[config.mk]
export PLATFORM = sky130hd
export DESIGN_NAME = rvaa_cordic_cell
export DESIGN_NICKNAME = d
export VERILOG_FILES = /design/src/hdl/rvaa_pkg.sv /design/src/hdl/rvaa_cordic_cell.sv
export SDC_FILE = /design/constraint.sdc
export NUM_CORES = 1
export LEC_CHECK = 0
export ABC_AREA = 1
export BUFFER_PORTS_ARGS = -buffer_cell sky130_fd_sc_hd__buf_2
export CAP_MARGIN = 10
export CELL_PAD_IN_SITES_DETAIL_PLACEMENT = 0
export CELL_PAD_IN_SITES_GLOBAL_PLACEMENT = 1
export CORE_AREA = 2 2 310 312
export CTS_BUF_LIST = sky130_fd_sc_hd__clkbuf_16
export DETAILED_ROUTE_END_ITERATION = 6
export DIE_AREA = 0 0 312 314
export PLACE_DENSITY_LB_ADDON = 0.1
export SYNTH_ARGS = -nofsm -noshare
export SYNTH_HDL_FRONTEND = slang
export SYNTH_SLANG_ARGS = --single-unit
[constraint.sdc]
create_clock -name clk -period 0.8 [get_ports clk]
set_input_delay 0.2 -clock clk [delete_from_list [all_inputs] [get_ports clk]]
set_output_delay 0.2 -clock clk [all_outputs]
set_load 0.01 [all_outputs]
[src/hdl/rvaa_pkg.sv]
// Package for the Rodrigues rotation core: fixed-point constants, the
// CORDIC arctangent table and the sideband struct carried down the pipeline.
// No dependencies.
package rvaa_pkg;

	localparam int CORDIC_STEPS = 18;

	// Q16.16 degrees
	localparam logic [32:0] DEG_FULL    = 33'd23592960;
	localparam logic [24:0] DEG_HALF    = 25'd11796480;
	localparam logic [23:0] DEG_QUARTER = 24'd5898240;
	// offset that makes any 32-bit angle non-negative before reduction
	localparam logic [32:0] DEG_OFFSET  = 33'd2170552320;
	localparam int          RED_STEPS   = 8;

	localparam logic [26:0] RAD_PER_DEG_Q32 = 27'd74961321;
	localparam logic signed [33:0] INV_GAIN_Q30 = 34'sd652032874;
	localparam logic signed [25:0] ONE_Q24 = 26'sd16777216;

	typedef struct packed {
		logic signed [31:0] rx;
		logic signed [31:0] ry;
		logic signed [31:0] rz;
		logic signed [17:0] nx;
		logic signed [17:0] ny;
		logic signed [17:0] nz;
		logic signed [33:0] dot;
		logic signed [33:0] crx;
		logic signed [33:0] cry;
		logic signed [33:0] crz;
		logic               half;
		logic               flip;
		logic               neg;
	} side_t;

	function automatic logic [29:0] atan_q30(input logic [4:0] idx);
		logic [29:0] v;
		case (idx)
			5'd0:  v = 30'd843314857;
			5'd1:  v = 30'd497837829;
			5'd2:  v = 30'd263043837;
			5'd3:  v = 30'd133525159;
			5'd4:  v = 30'd67021687;
			5'd5:  v = 30'd33543516;
			5'd6:  v = 30'd16775851;
			5'd7:  v = 30'd8388437;
			5'd8:  v = 30'd4194283;
			5'd9:  v = 30'd2097149;
			5'd31: v = 30'd0;
			default: v = 30'd1 << (5'd30 - idx);
		endcase
		return v;
	endfunction

endpackage

[src/hdl/rvaa_cordic_cell.sv]
// One rotation-mode CORDIC iteration with its own register; the sideband
// rides along unchanged. Uses rvaa_pkg.
module rvaa_cordic_cell import rvaa_pkg::*; (
	input  logic               clk,
	input  logic               arst_n,
	input  logic               en,
	input  logic [4:0]         step_idx,
	input  logic               valid_in,
	input  logic signed [33:0] x_in,
	input  logic signed [33:0] y_in,
	input  logic signed [32:0] z_in,
	input  side_t              side_in,
	output logic               valid_out,
	output logic signed [33:0] x_out,
	output logic signed [33:0] y_out,
	output logic signed [32:0] z_out,
	output side_t              side_out
);

	logic valid_q;
	logic signed [33:0] x_q, y_q;
	logic signed [32:0] z_q;
	side_t side_q;

	logic signed [33:0] dx, dy;
	logic signed [32:0] da;

	assign dx = y_in >>> step_idx;
	assign dy = x_in >>> step_idx;
	assign da = $signed({3'b000, atan_q30(step_idx)});

	always_ff @(posedge clk or negedge arst_n) begin
		if (!arst_n)
			valid_q <= 1'b0;
		else if (en)
			valid_q <= valid_in;
	end

	always_ff @(posedge clk) begin
		if (en) begin
			side_q <= side_in;
			if (!z_in[32]) begin
				x_q <= x_in - dx;
				y_q <= y_in + dy;
				z_q <= z_in - da;
			end else begin
				x_q <= x_in + dx;
				y_q <= y_in - dy;
				z_q <= z_in + da;
			end
		end
	end

	assign valid_out = valid_q;
	assign x_out = x_q;
	assign y_out = y_q;
	assign z_out = z_q;
	assign side_out = side_q;

endmodule

Word level (Yosys, flattened, before mapping). Index checks and enable logic that the tools add are counted.

Flip-flop bits (word level): 391. Input port bits: 399. Output and inout port bits: 391. Logic and storage cells: 42.

Add/sub/neg operators: 7. Equal/unequal tests: 10. Shifts and indexed selects: 3. Muxes and demuxes: 4. Reductions and logical operators: 1.

Operators with widths (number): $pmux W30 S11 (1); $add A34 B34 Y34 (2); $mux W34 (2); $sshr A34 B5 Y34 (2); $sub A34 B34 Y34 (2); $add A33 B31 Y33 (1); $mux W33 (1); $sub A33 B31 Y33 (1); $shl A1 B5 Y30 const A (1); $eq A5 B3 Y1 const B (4); $eq A5 B2 Y1 const B (2); $eq A5 B4 Y1 const B (2); $eq A5 B1 Y1 const B (1); $eq A5 B5 Y1 const B (1); $logic_not A5 Y1 (1); $sub A5 B5 Y5 const A (1).

Depth between registers and ports, before layout. Gate-level depths: netlist (run 1).

Depth after elaboration: 5. Depth in mapped cells: 34. Mapped depth without buffers: 31.

Least setup slack after synthesis (run 1). No wires, ideal clock.

Path type: input-to-reg. Start: input step_idx[3]. End: register z_q[24] (netlist: z_out[24]) (data pin). Library setup time: 0.265 ns. Data arrival time: 3.600 ns. Data required time: 0.535 ns. Path slack: -3.065 ns. Cell stages on the path: 23. Path buffers: 2. Path through: buf_2 > nand2_1 > nor2_4 > xor2_2 > buf_2 > nand3_1 > nand2_1 > inv_1 > ha_1 > nand2_1 > o21ai_0 > fa_1 > nand3_1 > nand2_1 > a21oi_1 > o21ai_0 > a21boi_0 > inv_1 > nand2_1 > nand2_1 > a21boi_0 > o21ai_0 > xor2_1.

Longest elaborated chain between the ends: 5. Elaborated cells on any way between the ends: 17. Classes of those cells: add/sub (3); eq/ne (10); shift (1); mux (2); reduce/logical (1).

RTL lines: start, declared (RTL line rvaa_cordic_cell.sv:7) `input logic [4:0] step_idx,`; $sub A5 B5 Y5 (RTL line rvaa_pkg.sv:50) `default: v = 30'd1 << (5'd30 - idx);`; $shl A1 B5 Y30 (RTL line rvaa_pkg.sv:50); $pmux W30 S11 * (RTL line rvaa_pkg.sv:38) `case (idx)`; $sub A33 B31 Y33 / $add A33 B31 Y33 (equally long branches) (RTL line rvaa_cordic_cell.sv:45, rvaa_cordic_cell.sv:49); $mux W33 * (RTL line rvaa_cordic_cell.sv:42) `if (!z_in[32]) begin`; end signal, assigned (RTL line rvaa_cordic_cell.sv:45) `z_q <= z_in - da;`; end signal, assigned (RTL line rvaa_cordic_cell.sv:49) `z_q <= z_in + da;`; end, declared (RTL line rvaa_cordic_cell.sv:22) `logic signed [32:0] z_q;`.

Every way passes the cells marked *; elsewhere a longest branch is shown, timed or not. A chain may end at the register's enable or synchronous reset.

Final worst setup path (run 1).
Start: input step_idx[0]. End: register y_q[32] (netlist: y_out[32]) (data pin).

Longest elaborated chain between the ends: 3. Elaborated cells on any way between the ends: 4. Classes of those cells: add/sub (2); shift (1); mux (1).

RTL lines: $sshr A34 B5 Y34 * (RTL line rvaa_cordic_cell.sv:29) `assign dy = x_in >>> step_idx;`; $add A34 B34 Y34 / $sub A34 B34 Y34 (equally long branches) (RTL line rvaa_cordic_cell.sv:44, rvaa_cordic_cell.sv:48); $mux W34 * (RTL line rvaa_cordic_cell.sv:42); end signal, assigned (RTL line rvaa_cordic_cell.sv:44) `y_q <= y_in + dy;`; end signal, assigned (RTL line rvaa_cordic_cell.sv:48) `y_q <= y_in - dy;`; end, declared (RTL line rvaa_cordic_cell.sv:21) `logic signed [33:0] x_q, y_q;`.

Marks and branches as above.

==> results of run 1 <==
[Yosys cell counts, types with 4 or more instances]
master	count	area [µm²]
nand2_1	723	2710
edfxtp_1	390	11700
nand3_1	388	1940
nor2_1	189	709
inv_1	186	698
a21oi_1	139	696
xor2_1	109	955
ha_1	101	1260
o21ai_0	72	360
xnor2_1	58	508
buf_2	28	140
nand4_1	28	175
clkbuf_1	25	93.8
a31oi_1	24	150
nand2_2	20	125
inv_2	17	63.8
buf_1	15	56.3
nor3_1	15	75.1
o21ai_1	15	75.1
nor2_2	13	81.3
o211ai_1	12	90.1
nand3b_1	11	82.6
buf_6	10	113
a21o_1	8	60.1
nor2_4	8	90.1
o21ai_2	8	70.1
buf_4	7	52.6
o21a_1	7	52.6
nand3_2	6	60.1
o21bai_1	6	45.0
a21boi_0	4	30.0
[worst max-delay path by stage]
stage	cells after the start	start	to
5_1_grt	30	step_idx[0]	y_out[32]$_DFFE_PP_
3_3_place_gp	30	step_idx[2]	z_out[29]$_DFFE_PP_
6_report	27	step_idx[0]	y_out[32]$_DFFE_PP_
4_1_cts	27	step_idx[0]	y_out[32]$_DFFE_PP_
2_1_floorplan	29	step_idx[0]	x_out[33]$_DFFE_PP_
3_5_place_dp	30	step_idx[0]	z_out[29]$_DFFE_PP_
[logic make-up after synthesis]
family | share of synthesized area, %
xor gates and xnor gates | 6.24
DFF | 49.5
adders and majority gates | 5.58
muxes | 0.0475
buffers and inverters | 5.15
and+or+nand+nor | 26.0
AOI/OAI and AO/OA | 7.52
[registers in the layout, summed over array words and instances, names as in the netlist]
name / count
side_out: 289
x_out: 34
y_out: 34
z_out: 33
valid_out: 1
[through the flow]
step           instances  utilization, %  TNS, ps
2_1_floorplan       2677               -  -228940
3_3_place_gp        5478            37.9  -431920
3_5_place_dp        5478            37.9  -436000
4_1_cts             5936            45.9  -445710
5_1_grt             5968            47.8  -472260
6_report            5970            47.8  -435580
[area by class of cell]
cell class	instances	area, µm²	share of cell area [%]
inverters	204	807	1.79
diodes	11	27.5	0.0609
flip-flops and latches	391	11700	26.0
multi-input cells	1997	14400	31.9
well taps	1265	1580	3.50
repair buffers	2021	15100	33.5
clock buffers	47	1180	2.60
clock inverters	34	322	0.712
[what timing repair did]
action | CTS | global route
setup endpoints to repair | 492 | 492
buffers inserted | 74 | 27
gates cloned | 13 | 1
pin swaps | 132 | 129
gates resized for setup | 516 | 336
hold endpoints to repair | 294 | 2
[power groups by stage]
| stage | clock [mW] | combinational [mW] | sequential (mW) |
|---|---|---|---|
| 6_report | 21.2 | 39.5 | 27.2 |
| 5_1_grt | 22.5 | 42.4 | 27.5 |
| 4_1_cts | 21.8 | 36.8 | 27.2 |
| 3_5_place_dp | 0 | 31.8 | 27.5 |
| 3_3_place_gp | 0 | 31.9 | 27.6 |
| 2_1_floorplan | 0 | 11.5 | 28.7 |
[per-layer routing]
layer | vias up | global-route usage, % | routed length [µm]
met5 | - | 0 | 15
met2 | 774 | 43.2 | 63200
met3 | 179 | 3.81 | 6460
met1 | 13400 | 32.0 | 54100
met4 | 2 | 7.54 | 3630
li1 | 13200 | - | -
==> impl_metrics.csv, run 1 <==
group,metric,value,unit
die,die_w,312,µm
power,power_density,1950,mW/mm²
timing,min_period,3560,ps
power,p_leak,21.0,nW
worst_setup_path,r2r_cells,1,
job,maxCapViolCount,0,
timing,hold_violations,1,
worst_setup_path,worst-path-buf-inv,7,
worst_setup_path,cp-end-kind,"register",
layout,drive_gt1_share,53.5,%
yosys,synth_seq_cells,391,
worst_setup_path,crit_path_frequent_cell,"nand2_2",
worst_setup_path,critPathMaxStageDelay,340,ps
layout,fill_cells,9129,
timing,fmax,0.281,GHz
layout,final_cell_mix,"buf_4 (832), buf_2 (764), nand2_1 (559), edfxtp_1 (390), dlygate4sd3_1 (293)",
min_path,min_path_type,"input port to register",
worst_setup_path,cp_slowest_cell,"ha_1",
power,power.total,87.9,mW
route,drc,0,
timing,timing.final.crit_share,445,%
layout,nets,5164,
grt,grt_usage,24.9,%
layout,final_common_cell,"buf_4",
grt,antenna_found_initial,27,
worst_setup_path,crit_family,"simple AND/OR/NAND/NOR gates",
power,power_frac_seq,31.0,%
power,p_clk_share,24.2,%
yosys,ys_warn_count,0,
grt,grt_pass1_vias,28100,
timing,rsz0062_at_grt,"yes",
power,ir_worst_vdd,1.42,mV
timing,setup_slack,-2760,ps
placed_design,hpwl,102,mm
run_status,outcome,"finished with violations",
grt,grt_max_degree,45,
route,postRouteAntennaNets,0,
die,core_area,0.0944,mm²
min_path,min-delay-start,"z_in[0]",
worst_setup_path,timing.rr.end,"valid_out$_DFFE_PN0P_",
route,wire_per_inst,21.3,µm
worst_setup_path,worstSetupPathType,"input port to register",
clock_tree,clockBufferDepth,3,
die,core.rowCount,113,
grt,grt_overflow,0,
yosys,syn_area_per_cell,8.86,µm²
route,vias,27600,
yosys,synth_cell_types,53,
power,switching_share,35.0,%
yosys,synthFlopType,"edfxtp_1",
yosys,syn-num-nets,3180,
worst_setup_path,required,1150,ps
power,p_int,57.2,mW
route,first_iter_violations,1729,
min_path,whs_path_depth,2,
route,dr.pass1.iters,5,
worst_setup_path,reg2reg_slack,60,ps
min_path,holdPathEnd,"z_out[0]$_DFFE_PP_",
die,die_area,0.0980,mm²
timing,finalSetupViolCount,492,
route,vias_per_cell,4.62,
clock_tree,cts_tree,"done",
clock_tree,clk_pin_slew,60,ps
worst_setup_path,crit_arrival,3910,ps
grt,grt_pass1_wl,182,mm
power,p_sw,30.8,mW
timing,max_slew_margin,69.6,%
clock_tree,cts_hold_buffers,293,
die,start_util,25.1,%
route,routed_wirelength,127,mm
yosys,synth_edf_count,390,
timing,drv_slew,0,
worst_setup_path,worst_r2r_startpoint,"valid_out$_DFFE_PN0P_",
clock_tree,cts_max_level,2,
clock_tree,clkLatencyLatePin,600,ps
clock_tree,cts_buffers,46,
yosys,syn_area,0.0237,mm²
worst_setup_path,cp-start-kind,"input port",
worst_setup_path,cp_max_fo,17,
power,comb_power_share,44.9,%
layout,final_cell_area,0.0452,mm²
clock_tree,numClockSinks,391,
run_status,violations,"hold timing, setup timing",
yosys,synth_cells,2677,
timing,worst_pin_slew,452,ps
timing,fin_skew,0,ps
clock_tree,cts_root_buf,"clkbuf_16",
die,die_h,314,µm
placed_design,postPlaceCellArea,0.0358,mm²
placed_design,gp_congestion,0.971,
placed_design,portBuffers,789,
die,io_pins,790,
placed_design,pre_cts_slack,-3950,ps
yosys,yosysSeqAreaShare,49.5,%
timing,holdWs,-103,ps
layout,area_growth,90.4,%
yosys,ys_async_sr_fraction,0.256,%
No activity file was read; power rests on OpenSTA's default activity.
==> run 2: changes to the inputs <==
ABC_AREA = default   (was 1)
CORE_AREA = 2 2 303 305   (was 2 2 310 312)
DIE_AREA = 0 0 305 307   (was 0 0 312 314)
TNS_END_PERCENT = 20   (was default)
==> run 2 against run 1 <==
The flow still finishes with violations (hold timing, setup timing). Synthesized cell count is 23% lower. Non-clock buffer count is 119 higher. Combinational power hardly changed. Die area is 4.4% lower. Highest routed layer unchanged. Worst setup slack worse by 1100 ps. Critical path depth is 4 lower. First-iteration DRC count is 18% higher. Power is 1.7% higher. Critical path type unchanged.
==> impl_metrics.csv, run 2 <==
group,metric,value,unit
timing,setup-tns-final,-516190,ps
grt,grt_pass1_wl,199,mm
yosys,synth_cell_types,98,
run_status,violations,"hold timing, setup timing",
timing,max_slew_margin,39.9,%
min_path,min_path_type,"input port to register",
yosys,syn_area,0.0248,mm²
worst_setup_path,cp_slowest_cell,"mux4_2",
yosys,yosysSeqAreaShare,47.4,%
die,core_area,0.0907,mm²
clock_tree,cts_root_buf,"clkbuf_16",
power,power_density,1950,mW/mm²
route,vias_per_cell,5.05,
yosys,synth_top_cell_by_area,"edfxtp_1",
layout,largest_reg_flops,289,
route,dr_wl_met3,8.68,mm
yosys,synth_edf_count,390,
job,maxCapViolCount,0,
grt,grt_usage,29.3,%
layout,area_growth,85.0,%
worst_setup_path,cp-start-kind,"input port",
worst_setup_path,crit_arrival,5030,ps
timing,fmax,0.215,GHz
die,core.rowCount,111,
clock_tree,numClockSinks,391,
yosys,ys_async_sr_fraction,0.256,%
power,power.total,89.4,mW
clock_tree,cts_hold_buffers,293,
yosys,synth_seq_cells,391,
layout,nets,4647,
route,wire_per_inst,26.8,µm
worst_setup_path,worstSetupPathType,"input port to register",
yosys,synthMostInstantiatedCell,"edfxtp_1",
yosys,ys_warn_count,0,
timing,drv_slew,0,
route,wl_met2,68.8,mm
yosys,synth_common_cells,"edfxtp_1 (390), a21oi_1 (164), nand2_1 (148), nor2_1 (139), xnor2_1 (110)",
timing,finalSetupViolCount,500,
route,dr.pass1.iters,5,
timing,min_period,4660,ps
yosys,yosysTopAreaCellShare,47.3,%
power,p_leak,20.2,nW
yosys,synthFlopType,"edfxtp_1",
layout,drive_gt1_share,58.2,%
layout,final_cell_area,0.0458,mm²
layout,fin_util,50.5,%
timing,setup_slack,-3860,ps
route,first_iter_violations,2033,
clock_tree,cts_max_level,2,
layout,final_common_cell,"buf_4",
die,die_h,307,µm
route,met1_length,62.7,mm
die,die_area,0.0936,mm²
worst_setup_path,critPathMaxStageDelay,490,ps
yosys,synth_area_leaders,"edfxtp_1 (47%), ha_1 (5.1%), mux4_2 (4.8%)",
placed_design,postPlaceCellArea,0.0369,mm²
route,postRouteAntennaNets,0,
timing,hold_violations,2,
route,vias,27200,
die,start_util,27.3,%
clock_tree,cts_tree,"done",
route,drc,0,
worst_setup_path,crit_path_frequent_cell,"buf_6",
grt,antenna_found_initial,31,
placed_design,portBuffers,789,
power,ir_worst_vdd,1.92,mV
placed_design,hpwl,117,mm
layout,final_cell_mix,"buf_4 (893), buf_2 (777), edfxtp_1 (390), dlygate4sd3_1 (293), nand2_1 (130)",
timing,worst_pin_slew,897,ps
die,die_w,305,µm
route,routed_wirelength,144,mm
timing,rsz0062_at_grt,"yes",
placed_design,gp_congestion,0.941,
run_status,outcome,"finished with violations",
route,top_layer,"met5",
worst_setup_path,cp_max_fo,8,
clock_tree,clockBufferDepth,3,
yosys,syn_area_per_cell,12.0,µm²
clock_tree,cts_buffers,46,
clock_tree,clkLatencyLatePin,590,ps
worst_setup_path,cp-end-kind,"register",
worst_setup_path,critical_path.cell_chain,"buf_16, buf_12, buf_12, buf_6, mux4_2, mux2_4, a2111oi_4, a2bb2oi_4, nand3_4, buf_6, nor3_4, a31oi_2, xor2_1, ha_1, buf_6, and3_4, a22o_1, a21oi_4, a31oi_4, a211o_1, a31o_2, a21oi_2, xnor2_1",
worst_setup_path,crit_family,"compound AO/OA/AOI/OAI gates",
timing,fin_skew,0,ps
worst_setup_path,required,1170,ps
die,io_pins,790,
clock_tree,clk_pin_slew,60,ps
grt,grt_max_degree,41,
timing,timing.final.crit_share,582,%
timing,holdWs,-97.3,ps
worst_setup_path,worst-path-buf-inv,6,
grt,grt_overflow,0,
yosys,syn-num-nets,2574,
yosys,synth_cells,2071,
grt,grt_pass1_vias,27500,
## run 2: routing by layer
layer	GRT usage, %	vias to the layer above
met5	0	-
met4	7.96	8
met3	4.60	168
met2	48.7	994
met1	39.6	13700
li1	-	12300
## run 2: what timing repair did
item | 4_1_cts | 5_1_grt
cloned | 5 | 0
gates resized for setup | 377 | 280
pin swaps | 180 | 162
setup endpoints to repair | 492 | 500
endpoints found under the hold margin | 302 | 2
buffers inserted | 111 | 74
## run 2: path summary, 6_finish.rpt
kind / start / endpoint / slack, ps / cells past startpoint
setup / recovery: step_idx[1] / y_out[32]$_DFFE_PP_ / -3860 / 23
min in group asynchronous: arst_n / valid_out$_DFFE_PN0P_ / 600 / 3
hold / removal: z_in[0] / z_out[0]$_DFFE_PP_ / -100 / 2
hold reg to reg: valid_out$_DFFE_PN0P_ / valid_out$_DFFE_PN0P_ / 500 / 1
setup reg to reg: valid_out$_DFFE_PN0P_ / valid_out$_DFFE_PN0P_ / 70 / 1
max in group asynchronous: arst_n / valid_out$_DFFE_PN0P_ / 10 / 3
## run 2: stage by stage
step	worst slack, ps	instances	hold WS [ps]
after floorplan	-4100	2071	-95.6
after global placement	-4930	4828	46.2
after detailed placement	-5000	4828	46.0
after CTS	-3790	5313	-127
after global routing	-4060	5379	-101
final	-3860	5382	-97.3
## run 2: final cells by class
type                            count  area [µm²]
Fill cell                        8310       44900
Antenna cell                       14        35.0
Multi-Input combinational cell   1524       14700
Tap cell                         1186        1480
Sequential cell                   391       11700
Timing Repair Buffer             2140       16000
Inverter                           41         164
Clock inverter                     40         512
Clock buffer                       46        1150
## run 2: cell families (layout without fill, tap and decap cells)
| logic type | count (synthesis) | in the layout | synth area share, % |
|---|---|---|---|
| AO/OA/AOI/OAI | 593 | 593 | 16.2 |
| AND/OR/NAND/NOR | 482 | 482 | 9.56 |
| flip-flops | 391 | 391 | 47.4 |
| multiplexers | 177 | 177 | 12.2 |
| XOR/XNOR | 168 | 168 | 5.94 |
| buffers and inverters | 156 | 2267 | 3.40 |
| adder cells (fa/ha/maj) | 104 | 104 | 5.34 |
| other | 0 | 14 | 0 |
## run 2: where the power goes
part	leakage (nW)	internal (mW)	total [mW]	switching [mW]
logic	15.6	19.6	39.4	19.8
clock network	0.804	13.6	23.1	9.44
registers	3.83	26.0	26.9	0.943
